===== config.mk =====
export PLATFORM = sky130hd
export DESIGN_NAME = gap_tolerant_depth_thickness_unit
export DESIGN_NICKNAME = d
export VERILOG_FILES = /design/src/sv/gtdt_pkg.sv /design/src/sv/gap_tolerant_depth_thickness_unit.sv /design/src/sv/gtdt_column.sv /design/src/sv/gtdt_frame_max.sv
export VERILOG_INCLUDE_DIRS = /design/src /design/src/sv
export SDC_FILE = /design/constraint.sdc
export NUM_CORES = 1
export LEC_CHECK = 0
export ABC_AREA = 1
export ABC_CLOCK_PERIOD_IN_PS = 10950
export BUFFER_PORTS_ARGS = -buffer_cell sky130_fd_sc_hd__buf_2
export CORE_MARGIN = 2
export CORE_UTILIZATION = 30
export DETAILED_ROUTE_END_ITERATION = 16
export GPL_TIMING_DRIVEN = 0
export PLACE_DENSITY = 0.51
export SLEW_MARGIN = 5
export SYNTH_ARGS = -nofsm -noshare
export SYNTH_HDL_FRONTEND = slang
export SYNTH_SLANG_ARGS = --single-unit

===== constraint.sdc =====
create_clock -name clk -period 10.95 [get_ports clk]
set_clock_uncertainty 0.05 [all_clocks]
set_input_delay 0.5475 -clock clk [delete_from_list [all_inputs] [get_ports clk]]
set_output_delay 0.5475 -clock clk [all_outputs]
set_load 0.02 [all_outputs]

===== src/sv/gap_tolerant_depth_thickness_unit_defines.svh =====
`ifndef GAP_TOLERANT_DEPTH_THICKNESS_UNIT_DEFINES_SVH
`define GAP_TOLERANT_DEPTH_THICKNESS_UNIT_DEFINES_SVH

// Same-cycle implication, off during reset.
`define GTDT_ASSERT_NOW(label, ante, cons) \
  label: assert property (@(posedge clk) disable iff (rst) (ante) |-> (cons)) \
    else $error("gtdt check failed");

// Next-cycle implication, off during reset.
`define GTDT_ASSERT_NEXT(label, ante, cons) \
  label: assert property (@(posedge clk) disable iff (rst) (ante) |=> (cons)) \
    else $error("gtdt check failed");

`endif


===== src/sv/gtdt_pkg.sv =====
package gtdt_pkg;

  localparam int unsigned SampleW = 8;
  localparam int unsigned ColW    = 12;
  localparam int unsigned CountW  = 10;
  localparam int unsigned GapW    = 10;
  localparam int unsigned StepW   = 7;
  localparam int unsigned ThickW  = 8;
  localparam int unsigned CfgW    = 12;
  localparam int unsigned CfgIdxW = 3;

  localparam logic [CountW-1:0] COUNT_CAP = 10'd1023;
  localparam logic [ThickW-1:0] THICK_CAP = 8'd255;

  typedef enum logic [CfgIdxW-1:0] {
    CFG_THRESHOLD    = 3'd0,
    CFG_MAX_GAP      = 3'd1,
    CFG_STEP         = 3'd2,
    CFG_REGION_ONLY  = 3'd3,
    CFG_INLET_RIGHT  = 3'd4,
    CFG_SPLIT_COLUMN = 3'd5
  } cfg_index_t;

  localparam logic [SampleW-1:0] THRESHOLD_RST = 8'd50;
  localparam logic [GapW-1:0]    MAX_GAP_RST   = 10'd100;
  localparam logic [StepW-1:0]   STEP_RST      = 7'd1;

  typedef struct packed {
    logic [SampleW-1:0] sample;
    logic [ColW-1:0]    column_x;
    logic               first_slice;
    logic               last_slice;
    logic               frame_start;
  } item_t;

  typedef struct packed {
    logic [ThickW-1:0] thickness;
    logic [ThickW-1:0] running_max;
  } result_t;

  typedef struct packed {
    logic [SampleW-1:0] threshold;
    logic [GapW-1:0]    max_gap;
    logic [StepW-1:0]   step_per_slice;
    logic               region_only;
    logic               inlet_right;
    logic [ColW-1:0]    split_column;
  } cfg_t;

  // Per-item control from the input stage to the state holders.
  typedef struct packed {
    logic advance;
    logic first_slice;
    logic last_slice;
    logic frame_start;
  } ctl_t;

endpackage


===== src/sv/gap_tolerant_depth_thickness_unit.sv =====
// Gap-tolerant depth thickness: takes one slice sample of a pixel column per
// item, one item per clock. Each item is registered, then updates the column
// counters and frame maximum; the last slice of a column yields one result
// (thickness and running frame maximum) on the result port, through the
// input register and an output register. Items that carry no result keep
// flowing while a result waits to be taken; a last slice waits only while
// the output register is full and stalled. Configuration writes take effect
// at once and belong to idle periods.
`include "gap_tolerant_depth_thickness_unit_defines.svh"

module gap_tolerant_depth_thickness_unit
  import gtdt_pkg::*;
(
  input  logic                clk,
  input  logic                rst,
  input  logic                item_valid,
  output logic                item_stall,
  input  item_t               item,
  output logic                result_valid,
  input  logic                result_stall,
  output result_t             result,
  input  logic                cfg_we,
  input  logic [CfgIdxW-1:0]  cfg_index,
  input  logic [CfgW-1:0]     cfg_data
);

  cfg_t    cfg;
  item_t   stage;
  logic    stage_valid;
  logic    advance;
  ctl_t    ctl;
  logic [CountW-1:0] confirmed_now;
  logic [ThickW-1:0] thickness;
  logic [ThickW-1:0] running_max;

  always_ff @(posedge clk) begin
    if (rst) begin
      cfg.threshold      <= THRESHOLD_RST;
      cfg.max_gap        <= MAX_GAP_RST;
      cfg.step_per_slice <= STEP_RST;
      cfg.region_only    <= 1'b0;
      cfg.inlet_right    <= 1'b0;
      cfg.split_column   <= '0;
    end else if (cfg_we) begin
      case (cfg_index)
        CFG_THRESHOLD:    cfg.threshold      <= cfg_data[SampleW-1:0];
        CFG_MAX_GAP:      cfg.max_gap        <= cfg_data[GapW-1:0];
        CFG_STEP:         cfg.step_per_slice <= cfg_data[StepW-1:0];
        CFG_REGION_ONLY:  cfg.region_only    <= cfg_data[0];
        CFG_INLET_RIGHT:  cfg.inlet_right    <= cfg_data[0];
        CFG_SPLIT_COLUMN: cfg.split_column   <= cfg_data[ColW-1:0];
        default: ;
      endcase
    end
  end

  // A last slice needs room in the output register; others always move.
  assign advance    = stage_valid && (!stage.last_slice || !result_valid || !result_stall);
  assign item_stall = stage_valid && !advance;

  always_ff @(posedge clk) begin
    if (rst) begin
      stage_valid <= 1'b0;
    end else if (!item_stall) begin
      stage_valid <= item_valid;
    end
  end

  always_ff @(posedge clk) begin
    if (!item_stall && item_valid) begin
      stage <= item;
    end
  end

  always_comb begin
    ctl.advance     = advance;
    ctl.first_slice = stage.first_slice;
    ctl.last_slice  = stage.last_slice;
    ctl.frame_start = stage.frame_start;
  end

  gtdt_column u_column (
    .clk           (clk),
    .rst           (rst),
    .cfg           (cfg),
    .ctl           (ctl),
    .sample        (stage.sample),
    .confirmed_now (confirmed_now)
  );

  gtdt_frame_max u_frame_max (
    .clk           (clk),
    .rst           (rst),
    .cfg           (cfg),
    .ctl           (ctl),
    .column_x      (stage.column_x),
    .confirmed_now (confirmed_now),
    .thickness     (thickness),
    .running_max   (running_max)
  );

  always_ff @(posedge clk) begin
    if (rst) begin
      result_valid <= 1'b0;
    end else if (advance && stage.last_slice) begin
      result_valid <= 1'b1;
    end else if (!result_stall) begin
      result_valid <= 1'b0;
    end
  end

  always_ff @(posedge clk) begin
    if (advance && stage.last_slice) begin
      result.thickness   <= thickness;
      result.running_max <= running_max;
    end
  end

  `GTDT_ASSERT_NOW(a_stall_needs_item, item_stall, stage_valid && stage.last_slice)
  `GTDT_ASSERT_NEXT(a_last_gives_result, advance && stage.last_slice, result_valid)
  `GTDT_ASSERT_NOW(a_max_covers_thickness, result_valid && !cfg.region_only,
                   result.thickness <= result.running_max)

endmodule


===== src/sv/gtdt_column.sv =====
module gtdt_column
  import gtdt_pkg::*;
(
  input  logic               clk,
  input  logic               rst,
  input  cfg_t               cfg,
  input  ctl_t               ctl,
  input  logic [SampleW-1:0] sample,
  output logic [CountW-1:0]  confirmed_now
);

  logic [GapW-1:0]   gap_count;
  logic [CountW-1:0] confirmed_count;
  logic              seen_hit;

  logic [GapW-1:0]   gap_base;
  logic [CountW-1:0] conf_base;
  logic              seen_base;
  logic              hit;
  logic [GapW-1:0]   bridged;
  logic [CountW+1:0] sum;
  logic [GapW-1:0]   gap_next;
  logic [CountW-1:0] confirmed_next;
  logic              seen_hit_next;

  always_comb begin
    gap_base  = ctl.first_slice ? '0 : gap_count;
    conf_base = ctl.first_slice ? '0 : confirmed_count;
    seen_base = ctl.first_slice ? 1'b0 : seen_hit;
    hit       = sample > cfg.threshold;
    bridged   = (gap_base > cfg.max_gap) ? '0 : gap_base;
    sum       = {2'b00, conf_base} + {2'b00, bridged} + {{(CountW+1){1'b0}}, 1'b1};

    gap_next      = gap_base;
    confirmed_now = conf_base;
    seen_hit_next = seen_base;
    if (hit) begin
      confirmed_now = (sum > {2'b00, COUNT_CAP}) ? COUNT_CAP : sum[CountW-1:0];
      gap_next      = '0;
      seen_hit_next = 1'b1;
    end else if (seen_base && gap_base < COUNT_CAP) begin
      gap_next = gap_base + GapW'(1);
    end
    confirmed_next = confirmed_now;

    // Column ends here: start the next one fresh.
    if (ctl.last_slice) begin
      gap_next       = '0;
      confirmed_next = '0;
      seen_hit_next  = 1'b0;
    end
  end

  always_ff @(posedge clk) begin
    if (rst) begin
      gap_count       <= '0;
      confirmed_count <= '0;
      seen_hit        <= 1'b0;
    end else if (ctl.advance) begin
      gap_count       <= gap_next;
      confirmed_count <= confirmed_next;
      seen_hit        <= seen_hit_next;
    end
  end

endmodule


===== src/sv/gtdt_frame_max.sv =====
module gtdt_frame_max
  import gtdt_pkg::*;
(
  input  logic              clk,
  input  logic              rst,
  input  cfg_t              cfg,
  input  ctl_t              ctl,
  input  logic [ColW-1:0]   column_x,
  input  logic [CountW-1:0] confirmed_now,
  output logic [ThickW-1:0] thickness,
  output logic [ThickW-1:0] running_max
);

  logic [ThickW-1:0]       frame_max;
  logic [ThickW-1:0]       max_base;
  logic [CountW+StepW-1:0] prod;
  logic                    tracked;

  always_comb begin
    prod      = {{StepW{1'b0}}, confirmed_now} * {{CountW{1'b0}}, cfg.step_per_slice};
    thickness = (prod > {{(CountW+StepW-ThickW){1'b0}}, THICK_CAP}) ?
                THICK_CAP : prod[ThickW-1:0];
    if (!cfg.region_only) begin
      tracked = 1'b1;
    end else if (cfg.inlet_right) begin
      tracked = column_x < cfg.split_column;
    end else begin
      tracked = column_x > cfg.split_column;
    end
    max_base    = ctl.frame_start ? '0 : frame_max;
    running_max = (tracked && thickness > max_base) ? thickness : max_base;
  end

  always_ff @(posedge clk) begin
    if (rst) begin
      frame_max <= '0;
    end else if (ctl.advance) begin
      frame_max <= ctl.last_slice ? running_max : max_base;
    end
  end

endmodule

==> run summary <==
Final #Nets: 1360
Status: finished clean
Max clock buf depth: 2
Final setup violation count: 0
Area leader, netlist: dfxtp_1
Clock Sinks: 109
Antenna violations before repair: 0
Setup CP Type: reg2reg
TritonRoute pass-1 iters: 5
Global-route wire length before repair: 35.5 mm
Worst hold path type: in2reg
Synth warn: 0
Die height: 171 um
Number of max-cap violations: 0
HPWL after detailed placement: 17.2 mm
Switch share: 30.8%
Worst R2R Path Depth: 52
Synth cell types: 44
Placed cell areas: 9200 sq um
Final-report max-slew violation count: 0
Drt drc: 0
Average cell area after synthesis: 7.68 sq um
Leakage: 4.50 nW
Post-synth top area share: 16.7%
Crit. Startpoint: ctl[2]
Boundary Pins: 61
Post-synthesis sequential area ratio: 30.6%
Syn_nets: 1263
Core area: 27700 sq um
Reg power frac: 40.4%
Required @ worst endpoint: 11.10 ns
Largest cells by area after synthesis: dfxtp_1 (17%), edfxtp_1 (14%), ha_1 (13%), fa_1 (9.5%), nand2_1 (8.7%)
R2r startpoint: ctl[2]
Initial Util: 30.4%
Final min period: 10.29 ns
DP Worst Slack: -0.439 ns
Area grow syn2layout: 17.6%
Combinational power share: 27.6%
Clock Power Share: 32.0%
NetSw: 348 uW
Port bufs: 60
R2R Setup Slk: 0.66 ns
Tcrit/Tclk final: 94.0%
Vias in the first global route: 7219
Overall routing resource usage: 15.1%
Register area: 2570 sq um
Hold EP: stage[3]
Die ar.: 29400 sq um
Crit-path max cell delay: 0.55 ns
Reg2reg end: u_frame_max.frame_max[7]
Post-route cell area: 9890 sq um
Overflow after GRT: 0
Pint: 781 uW
Layout cells sized above 1: 16.5%
Seq cells post-synth: 109
Routed WL: 21.1 mm
DR iter-0 viols: 277
DR WL/cell: 13.4 um
Hold buffers post-CTS: 0
Total Power: 1.13 mW
Area of the multi-input gates: 5230 sq um
WP data arrival: 10.45 ns
Commonest non-fill, non-tap cell in the layout: nand2_1
Final GP Congestion: 0.819
Ant diodes: 0
Critical-path maximum fanout: 10
Final Util: 35.7%
Cell Area, Synth: 8410 sq um
Worst-Skew Late Latency: 0.35 ns
Power Density: 114 nW/um^2
Worst-margin pin slew: 0.778 ns
CTS tree: built
DR vias: 7295
Syn Inst Count: 1095
Critical path endpoint category: flop
Critical path's slowest cell: fa_1
Root cell of the clock tree: clkbuf_16
Largest net degree at the start of global routing: 26
Worst Slack Setup Final: 0.655 ns
Fillers: 2953
Post-route ant nets: 0
Die width: 171 um
Fmax: 97.1 MHz
Cell family with most CP delay: adder cells
H-tree levels: 3
Cells on Worst Hold Path: 1
Hold path start: item[3]
Commonest non-fill, non-tap cells in the layout: nand2_1 (191), inv_1 (158), nor2_1 (127)
Worst-path clk slew: 0.07 ns
Cts bufs inserted: 9
CP Launch Type: flop
Row count: 61
Worst slew margin: 47.8%
Via density: 4.63
Hold Vio Cnt, Final: 0
Peak VDD IR: 0.0701 mV
WP buf/inv: 10
==> logic make-up after synthesis <==
kind of cell	after synthesis	synth area share [%]
AND/OR/NAND/NOR	467	24.6
buffers and inverters	197	8.97
AO/OA/AOI/OAI	177	11.6
adder cells (fa/ha/maj)	125	22.2
flip-flops	109	30.6
XOR/XNOR	20	2.08
==> flip-flops by register name, summed over array words and instances, names as in the netlist <==
signal                    cells
u_frame_max.frame_max         8
u_column.gap_count           10
u_column.confirmed_count     10
cfg                          39
result                       16
result_valid                  1
stage                        20
stage_valid                   1
ctl                           3
u_column.seen_hit             1
==> power groups by stage <==
stage / logic (mW) / registers, mW / clock network, mW
final: 0.311 / 0.456 / 0.361
after global routing: 0.349 / 0.459 / 0.387
after global placement: 0.250 / 0.466 / 0
after floorplan: 0.168 / 0.471 / 0
after CTS: 0.256 / 0.457 / 0.370
after detailed placement: 0.252 / 0.466 / 0
==> per-stage QoR <==
stage,hold slack [ns],setup TNS (ns),cells
floorplan,0.374,0,1095
global placement,0.401,-5.33,1533
detailed placement,0.404,-6.16,1534
CTS,0.297,0,1550
global route,0.301,-0.491,1575
finish,0.313,0,1575
==> timing repair <==
action | 4_1_cts | 5_1_grt
resized for setup | 7 | 42
pin swaps | 1 | 13
buffers inserted | 0 | 25
gates cloned | 0 | 0
setup endpoints to repair | 16 | 16
==> worst register-to-register path, delay by kind of cell (launching register included) <==
| kind | cells | cell delay (ns) |
|---|---|---|
| adders and majority gates | 9 | 3.68 |
| and+or+nand+nor | 22 | 3.31 |
| AOI/OAI and AO/OA | 10 | 1.49 |
| buffers and inverters | 10 | 1.01 |
| DFF | 1 | 0.40 |
| xor gates and xnor gates | 1 | 0.22 |
==> cells in the mapped netlist, drive strengths merged <==
| library cell | n |
|---|---|
| o31ai | 1 |
| clkinv | 9 |
| a211oi | 1 |
| ha | 85 |
| nand3b | 3 |
| clkbuf | 18 |
| o21bai | 5 |
| or2 | 1 |
| nor3 | 3 |
| fa | 40 |
| o21ai | 61 |
| inv | 167 |
| o21a | 1 |
| buf | 3 |
| dfxtp | 70 |
| a21oi | 92 |
| a22oi | 2 |
| a221oi | 2 |
| nor2 | 151 |
| a32oi | 1 |
| xor2 | 7 |
| edfxtp | 39 |
| nand3 | 67 |
| and2 | 3 |
| xnor2 | 13 |
| o211ai | 9 |
| nand2 | 216 |
| nand4 | 22 |
| nor3b | 1 |
| a21boi | 2 |
==> worst max path at each step <==
stage               slack (ns)                       end  cells after the start
CTS                       0.11  u_frame_max.frame_max[7]                     58
floorplan                 1.43  u_frame_max.frame_max[1]                     60
global placement         -0.38  u_frame_max.frame_max[7]                     59
global route             -0.08  u_frame_max.frame_max[7]                     63
finish                    0.66  u_frame_max.frame_max[7]                     52
detailed placement       -0.44  u_frame_max.frame_max[7]                     59
==> routing by layer <==
layer  share of wire, %  vias to the layer above  global-route usage, %
met2                 47                      117                   25.4
met1                 48                     3393                   20.4
met5                  0                        -                      0
met4                1.8                        0                   4.24
li1                   -                     3759                      -
met3                3.2                       26                   1.91
==> cell type report <==
type                       instances  share of cell area [%]
inverter                         176                    6.80
clock buffer                      10                    2.42
timing repair buffer              86                    5.09
sequential                       109                    26.0
tap                              378                    4.78
buffer                            21                    1.00
multi-input combinational        789                    52.9
clock inverter                     6                   0.949
No activity file was read; power rests on OpenSTA's default activity.
